===== config.mk =====
export PLATFORM = sky130hd
export DESIGN_NAME = sqd_cell
export DESIGN_NICKNAME = d
export VERILOG_FILES = /design/src/rtl/sqd_pkg.sv /design/src/rtl/sqd_cell.sv
export SDC_FILE = /design/constraint.sdc
export NUM_CORES = 1
export LEC_CHECK = 0
export BUFFER_PORTS_ARGS = -buffer_cell sky130_fd_sc_hd__buf_2
export CORE_ASPECT_RATIO = 0.75
export CORE_MARGIN = 2
export CORE_UTILIZATION = 45
export DETAILED_ROUTE_END_ITERATION = 16
export GPL_TIMING_DRIVEN = 0
export PLACE_DENSITY_LB_ADDON = 0.25
export SLEW_MARGIN = 0
export SYNTH_ARGS = -nofsm -noshare
export SYNTH_HDL_FRONTEND = slang
export SYNTH_SLANG_ARGS = --single-unit

===== constraint.sdc =====
create_clock -name clock -period 2.9 [get_ports clock]
set_input_delay 0.435 -clock clock [delete_from_list [all_inputs] [get_ports clock]]
set_output_delay 0.435 -clock clock [all_outputs]
set_load 0.01 [all_outputs]

===== src/rtl/sqd_pkg.sv =====
`timescale 1ns / 1ps
// ----------------------------------------------------------------------------
// sqd_pkg: shared types for the shortest-queue dispatcher
// Scan token passed along the row of line cells.
// ----------------------------------------------------------------------------
package sqd_pkg;

   localparam int TIME_W = 16;
   localparam int SVC_W  = 10;

   // configuration register indexes
   localparam logic [1:0] REG_SERVERS  = 2'd0;
   localparam logic [1:0] REG_CAPACITY = 2'd1;
   localparam logic [1:0] REG_CLOSE    = 2'd2;

   // token carried cell to cell during a scan
   typedef struct packed {
      logic        found;     // a line with room was found
      logic [6:0]  best_len;  // shortest length seen so far
      logic [4:0]  best_idx;  // index of that line
      logic        any_head;  // some line holds a head
      logic [16:0] earliest;  // earliest head time seen
   } scan_type;

   // command broadcast to all cells
   typedef enum logic [2:0] {
      CMD_NONE  = 3'd0,
      CMD_CLEAR = 3'd1,
      CMD_SCAN  = 3'd2,
      CMD_POP   = 3'd3,
      CMD_PUSH  = 3'd4
   } cmd_type;

endpackage


===== src/rtl/sqd_cell.sv =====
`timescale 1ns / 1ps
// ----------------------------------------------------------------------------
// sqd_cell: one server line
// Holds the FIFO of finish times, the count and the tail time of one line.
// ----------------------------------------------------------------------------
module sqd_cell #(
   parameter int IDX     = 0,
   parameter int MAX_CAP = 16
) (
   input  logic                             clock,
   input  logic                             reset,
   input  sqd_pkg::cmd_type                 cmd,
   input  logic                             active,   // token reached this cell
   input  logic                             in_use,   // index below server count
   input  logic [6:0]                       cap,
   input  logic [sqd_pkg::TIME_W-1:0]       push_time,
   input  logic                             push_sel,
   input  logic [16:0]                      pop_time,
   input  sqd_pkg::scan_type                tok_i,
   output sqd_pkg::scan_type                tok_o,
   output logic                             popped,
   output logic [sqd_pkg::TIME_W-1:0]       tail
);
   localparam int CW = $clog2(MAX_CAP + 1);
   localparam int AW = (MAX_CAP > 1) ? $clog2(MAX_CAP) : 1;

   logic [sqd_pkg::TIME_W-1:0] fifo_ff [MAX_CAP];
   logic [CW-1:0]              count_ff, count_in;
   logic [sqd_pkg::TIME_W-1:0] tail_ff, tail_in;
   sqd_pkg::scan_type          tok_ff, tok_in;
   logic                       hit;
   logic [6:0]                 cnt7;

   assign cnt7  = 7'(count_ff);
   assign hit   = in_use && (count_ff != '0) && ({1'b0, fifo_ff[0]} == pop_time);
   assign popped = hit;
   assign tail  = tail_ff;
   assign tok_o = tok_ff;

   always_comb begin
      tok_in   = tok_i;
      count_in = count_ff;
      tail_in  = tail_ff;
      unique case (cmd)
         sqd_pkg::CMD_CLEAR: begin
            count_in = '0;
            tail_in  = '0;
         end
         sqd_pkg::CMD_POP: begin
            if (hit) count_in = count_ff - CW'(1);
         end
         sqd_pkg::CMD_PUSH: begin
            if (push_sel) begin
               tail_in = push_time;
               if (count_ff < CW'(MAX_CAP)) count_in = count_ff + CW'(1);
            end
         end
         default: begin
         end
      endcase
      if (active && in_use) begin
         if (!tok_i.found || tok_i.best_len > cnt7) begin
            if (cnt7 < cap && (!tok_i.found || cnt7 < tok_i.best_len)) begin
               tok_in.found    = 1'b1;
               tok_in.best_len = cnt7;
               tok_in.best_idx = 5'(IDX);
            end
         end
         if (count_ff != '0 && {1'b0, fifo_ff[0]} < tok_i.earliest) begin
            tok_in.earliest = {1'b0, fifo_ff[0]};
            tok_in.any_head = 1'b1;
         end
      end
   end

   always_ff @(posedge clock) begin
      if (reset) begin
         count_ff <= '0;
         tail_ff  <= '0;
      end else begin
         count_ff <= count_in;
         tail_ff  <= tail_in;
      end
      if (active) tok_ff <= tok_in;
      if (cmd == sqd_pkg::CMD_POP && hit) begin
         for (int k = 0; k < MAX_CAP - 1; k++) fifo_ff[k] <= fifo_ff[k+1];
      end else if (cmd == sqd_pkg::CMD_PUSH && push_sel && count_ff < CW'(MAX_CAP)) begin
         fifo_ff[AW'(count_ff)] <= push_time;
      end
   end
endmodule


* Word level (Yosys, flattened, before mapping)
Memory sizes are Yosys's and may differ from the RTL's.
Cells that the tools add are included.
** Word-level totals
- Memories kept :: 1
- Bits in writable memories :: 256
- Logic and storage cells :: 57
- Flip-flop bits (word level) :: 52
- Output and inout bits :: 48
- Bits of input ports :: 79
** Memory list
- fifo_ff :: words 16, width 16, rd ports 16, clocked after Yosys merged registers in 0, wr ports 15, line sqd_cell.sv:27 : logic [sqd_pkg::TIME_W-1:0] fifo_ff [MAX_CAP];
** Operators by class
- Order comparisons :: 5
- $add $sub $neg :: 2
- Eq/ne operators :: 7
- Muxes and demuxes :: 18
- Reductions and logical operators :: 17
** Operators with widths (count)
- $mux W16 :: 2
- $pmux W16 S2 :: 1
- $mux W31 :: 1
- $mux W13 :: 2
- $mux W18 :: 1
- $eq A16 B17 Y1 :: 1
- $lt A16 B17 Y1 :: 1
- $reduce_or A16 Y1 :: 1
- $mux W5 :: 3
- $pmux W5 S3 :: 1
- $lt A5 B7 Y1 :: 2
- $logic_and A1 B1 Y1 :: 8
- $gt A7 B5 Y1 :: 1
- $mux W1 :: 6
- $add A5 B1 Y5 const B :: 1
- $lt A5 B5 Y1 const B :: 1
- $reduce_bool A5 Y1 :: 1
- $sub A5 B1 Y5 const B :: 1
- $mux W4 :: 1
- $ne A2 B2 Y1 const B :: 2
- $reduce_and A4 Y1 :: 1
- $eq A3 B1 Y1 const B :: 1
- $eq A3 B2 Y1 const B :: 1
- $eq A3 B3 Y1 const B :: 1
- 6 further kinds :: 7

* Logic depth before layout (Yosys ltp)
- Depth in word-level cells :: 8
- Gate-level depth with buffers :: 10

* Worst setup path before layout
No wires, ideal clock.
- Kind :: input -> register
- From :: in pop_time[11]
- To :: mem fifo_ff[0][0] in the netlist's numbering, enable pin
- Setup slack :: 0.438 ns
- Arrival :: 2.090 ns
- Cell stages on the path :: 7
- Buffers on the path :: 1
- Setup time :: 0.372 ns
- Cells stage by stage :: xor2_1 nor4_1 nand3_1 nor2_1 nand2_1 clkbuf_1 nand2_1
** RTL lines
- start: declaration :: line sqd_cell.sv:18 : input logic [16:0] pop_time,
- end: declaration :: line sqd_cell.sv:27

==> impl_metrics.ini <==
[worst_setup_path]
ff2ff_path_depth = 6
cp_slowest_cell = nand2_1
path_common_cell = nand2_1
crit_buf_inv = 0
r2r-start = fifo_ff[0][11]
rrSetupSlack_ns = 0.10
max_stage_delay_ns = 0.68
crit_path_end_kind = register
crit_chain = xor2_1 > nor4_4 > nand3_1 > nor2_1 > nand2_1 > nand2_1
path_delay_family = simple AND/OR/NAND/NOR gates
path_class = register to register
cp-start-kind = register
crit_fanout = 16
regToRegEndpoint = fifo_ff[6][1]
crit_required_ns = 3.08
arrival_ns = 2.98

[routing]
drtAntennaViolNets = 0
num_vias = 7835
remaining_drc_errors = 0
drt-total-wl_mm = 29.5
wl_per_cell_um = 20.3
drtPass1Iterations = 4
vias_per_cell = 5.38
drtIter0Drc = 392

[finish]
fill_cells = 2518
nets = 1141
stdcell_area_sq_um = 16100
drive_gt1_share_pct = 45.7
final_common_cell = edfxtp_1
layout_common_cells = 287 x edfxtp_1, 259 x mux2_2, 144 x buf_2
area_delta_synth_final_pct = 15.7
antenna_cells = 0

[power]
ir_worst_vdd_v = 0.000420
total_power_mw = 9.11
pwr_density_cell_nw_per_um2 = 566
p_leak_nw = 5.84

[placement]
hpwl_mm = 21.3
gp_congestion = 0.848
io_buffers = 126
place_area_sq_um = 15000

[logic_synthesis]
ys_seq_elements = 308
syn-num-nets = 984
synth_warnings = 0
postSynthCellCount = 878
async_flop_share_pct = 0
seq_area_frac_synth_pct = 65.0
synthFlopType = edfxtp_1
synth_edf_count = 287
synthDistinctLibCells = 47
synth_area_sq_um = 13900
syn_avg_cell_area_sq_um = 15.8

[clock_tree]
clock_path_buffers = 3
clk_latency_ns = 0.58
postCtsSetupRepairBufs = 0
cts_hold_buf = 0
cts_tree = yes
cts_root_buf = clkbuf_16
cts_max_level = 1
cts_buffers = 29
clkTransAtPathRegs_ns = 0.06
cts.sinks = 308

[grt]
grt_pass1_wl_mm = 45.3
overflow = 0
grt_max_degree = 34
grt_pass1_vias = 7651
antenna_found_initial = 0
grt_usage_pct = 18.3

[floorplan]
core_sq_um = 30300
die_w_um = 207
start_util_pct = 45.9
core.rowCount = 55
die_h_um = 156
die_area_sq_um = 32300
ios = 127

[sta]
setup_viol = 0
drv_slew = 0
fin_crit_ns = 2.80
max_freq_mhz = 357
worst_pin_slew_ns = 0.934
skew_ns = 0.0297
rsz0062_at_grt = yes
relSlewSlack_pct = 37.7
final_hold_viol_count = 0
period_share_pct = 96.5
tns_ns = 0

[min_path]
holdPathEnd = tok_o[17]
holdPathStages = 2
min_from = tok_i[17]
hold_class = input port to register

[job]
maxCapViolCount = 0

[status]
status = completed
sequential cells by signal (all words and copies together) (netlist names):
signal,cells
tok_o,31
fifo_ff,256
count_ff,5
tail,16
power by group:
| group | leakage [nW] | internal [mW] | switching, mW |
|---|---|---|---|
| Clock | 0.463 | 2.21 | 1.67 |
| Combinational | 2.60 | 0.144 | 0.234 |
| Sequential | 2.78 | 4.84 | 0.0150 |
| Total | 5.84 | 7.19 | 1.92 |
through the flow:
step	setup slack, ns	hold WS, ns	cells	util, %
2_1_floorplan	0.438	0.476	878	-
3_3_place_gp	-0.843	0.438	1403	49.6
3_5_place_dp	-0.822	0.444	1403	49.6
4_1_cts	0.00122	0.102	1457	53.1
5_1_grt	-0.0555	0.111	1457	53.1
6_report	0.103	0.123	1457	53.1
worst max path at each step:
| stage | from | end | cells past startpoint |
|---|---|---|---|
| 6_report | fifo_ff[0][11] | fifo_ff[6][1] | 6 |
| 5_1_grt | fifo_ff[0][11] | fifo_ff[4][1] | 6 |
| 4_1_cts | fifo_ff[0][11] | fifo_ff[12][2] | 7 |
| 3_5_place_dp | pop_time[11] | fifo_ff[12][2] | 8 |
| 3_3_place_gp | pop_time[11] | fifo_ff[9][2] | 8 |
| 2_1_floorplan | pop_time[11] | fifo_ff[0][0] | 7 |
layout make-up:
cell class	count	area, sq um	share of cell area, %
flip-flops and latches	308	9040	56.2
multi-input cells	494	4630	28.8
clock buffers	44	812	5.05
repair buffers	126	631	3.92
well taps	399	499	3.10
plain buffers	46	214	1.33
clock inverters	10	141	0.879
inverters	30	113	0.700
cells in the mapped netlist, types with 5 or more instances:
| library cell | instances | area, sq um |
|---|---|---|
| nor3_1 | 5 | 25.0 |
| a21oi_1 | 28 | 140 |
| and2_1 | 6 | 37.5 |
| xor2_1 | 17 | 149 |
| nor2b_1 | 6 | 37.5 |
| clkbuf_1 | 25 | 93.8 |
| dfxtp_1 | 21 | 420 |
| ha_1 | 26 | 325 |
| nor2_1 | 13 | 48.8 |
| nand2_1 | 37 | 139 |
| edfxtp_1 | 287 | 8620 |
| mux2_2 | 259 | 2920 |
| nand2_2 | 9 | 56.3 |
| inv_1 | 30 | 113 |
| buf_2 | 17 | 85.1 |
| a21o_1 | 6 | 45.0 |
| nand3_1 | 23 | 115 |
| o21ai_0 | 11 | 55.1 |
cell families (layout without fill, tap and decap cells):
group,count (synthesis),after routing,share of synthesized area (%)
flops,308,308,65.0
xor+xnor,17,17,1.07
buf+inv,76,256,2.34
fa+ha+maj,27,27,2.49
compound gates,58,58,2.48
mux,262,262,21.2
simple gates,130,130,5.38
layer usage:
metal / track usage (%) / up-vias / wire length (um) / part of all wire, %
met2: 25.9 / 127 / 12700 / 43
met4: 3.11 / 0 / 392 / 1.3
met3: 3.30 / 31 / 1060 / 3.6
li1: - / 3656 / - / -
met5: 0 / - / 0 / 0
met1: 29.3 / 4021 / 15400 / 52
what timing repair did:
item,in CTS,in global routing
resized for setup,24,3
pin swaps,0,0
setup endpoints to repair,241,232
No activity file was read; power rests on OpenSTA's default activity.
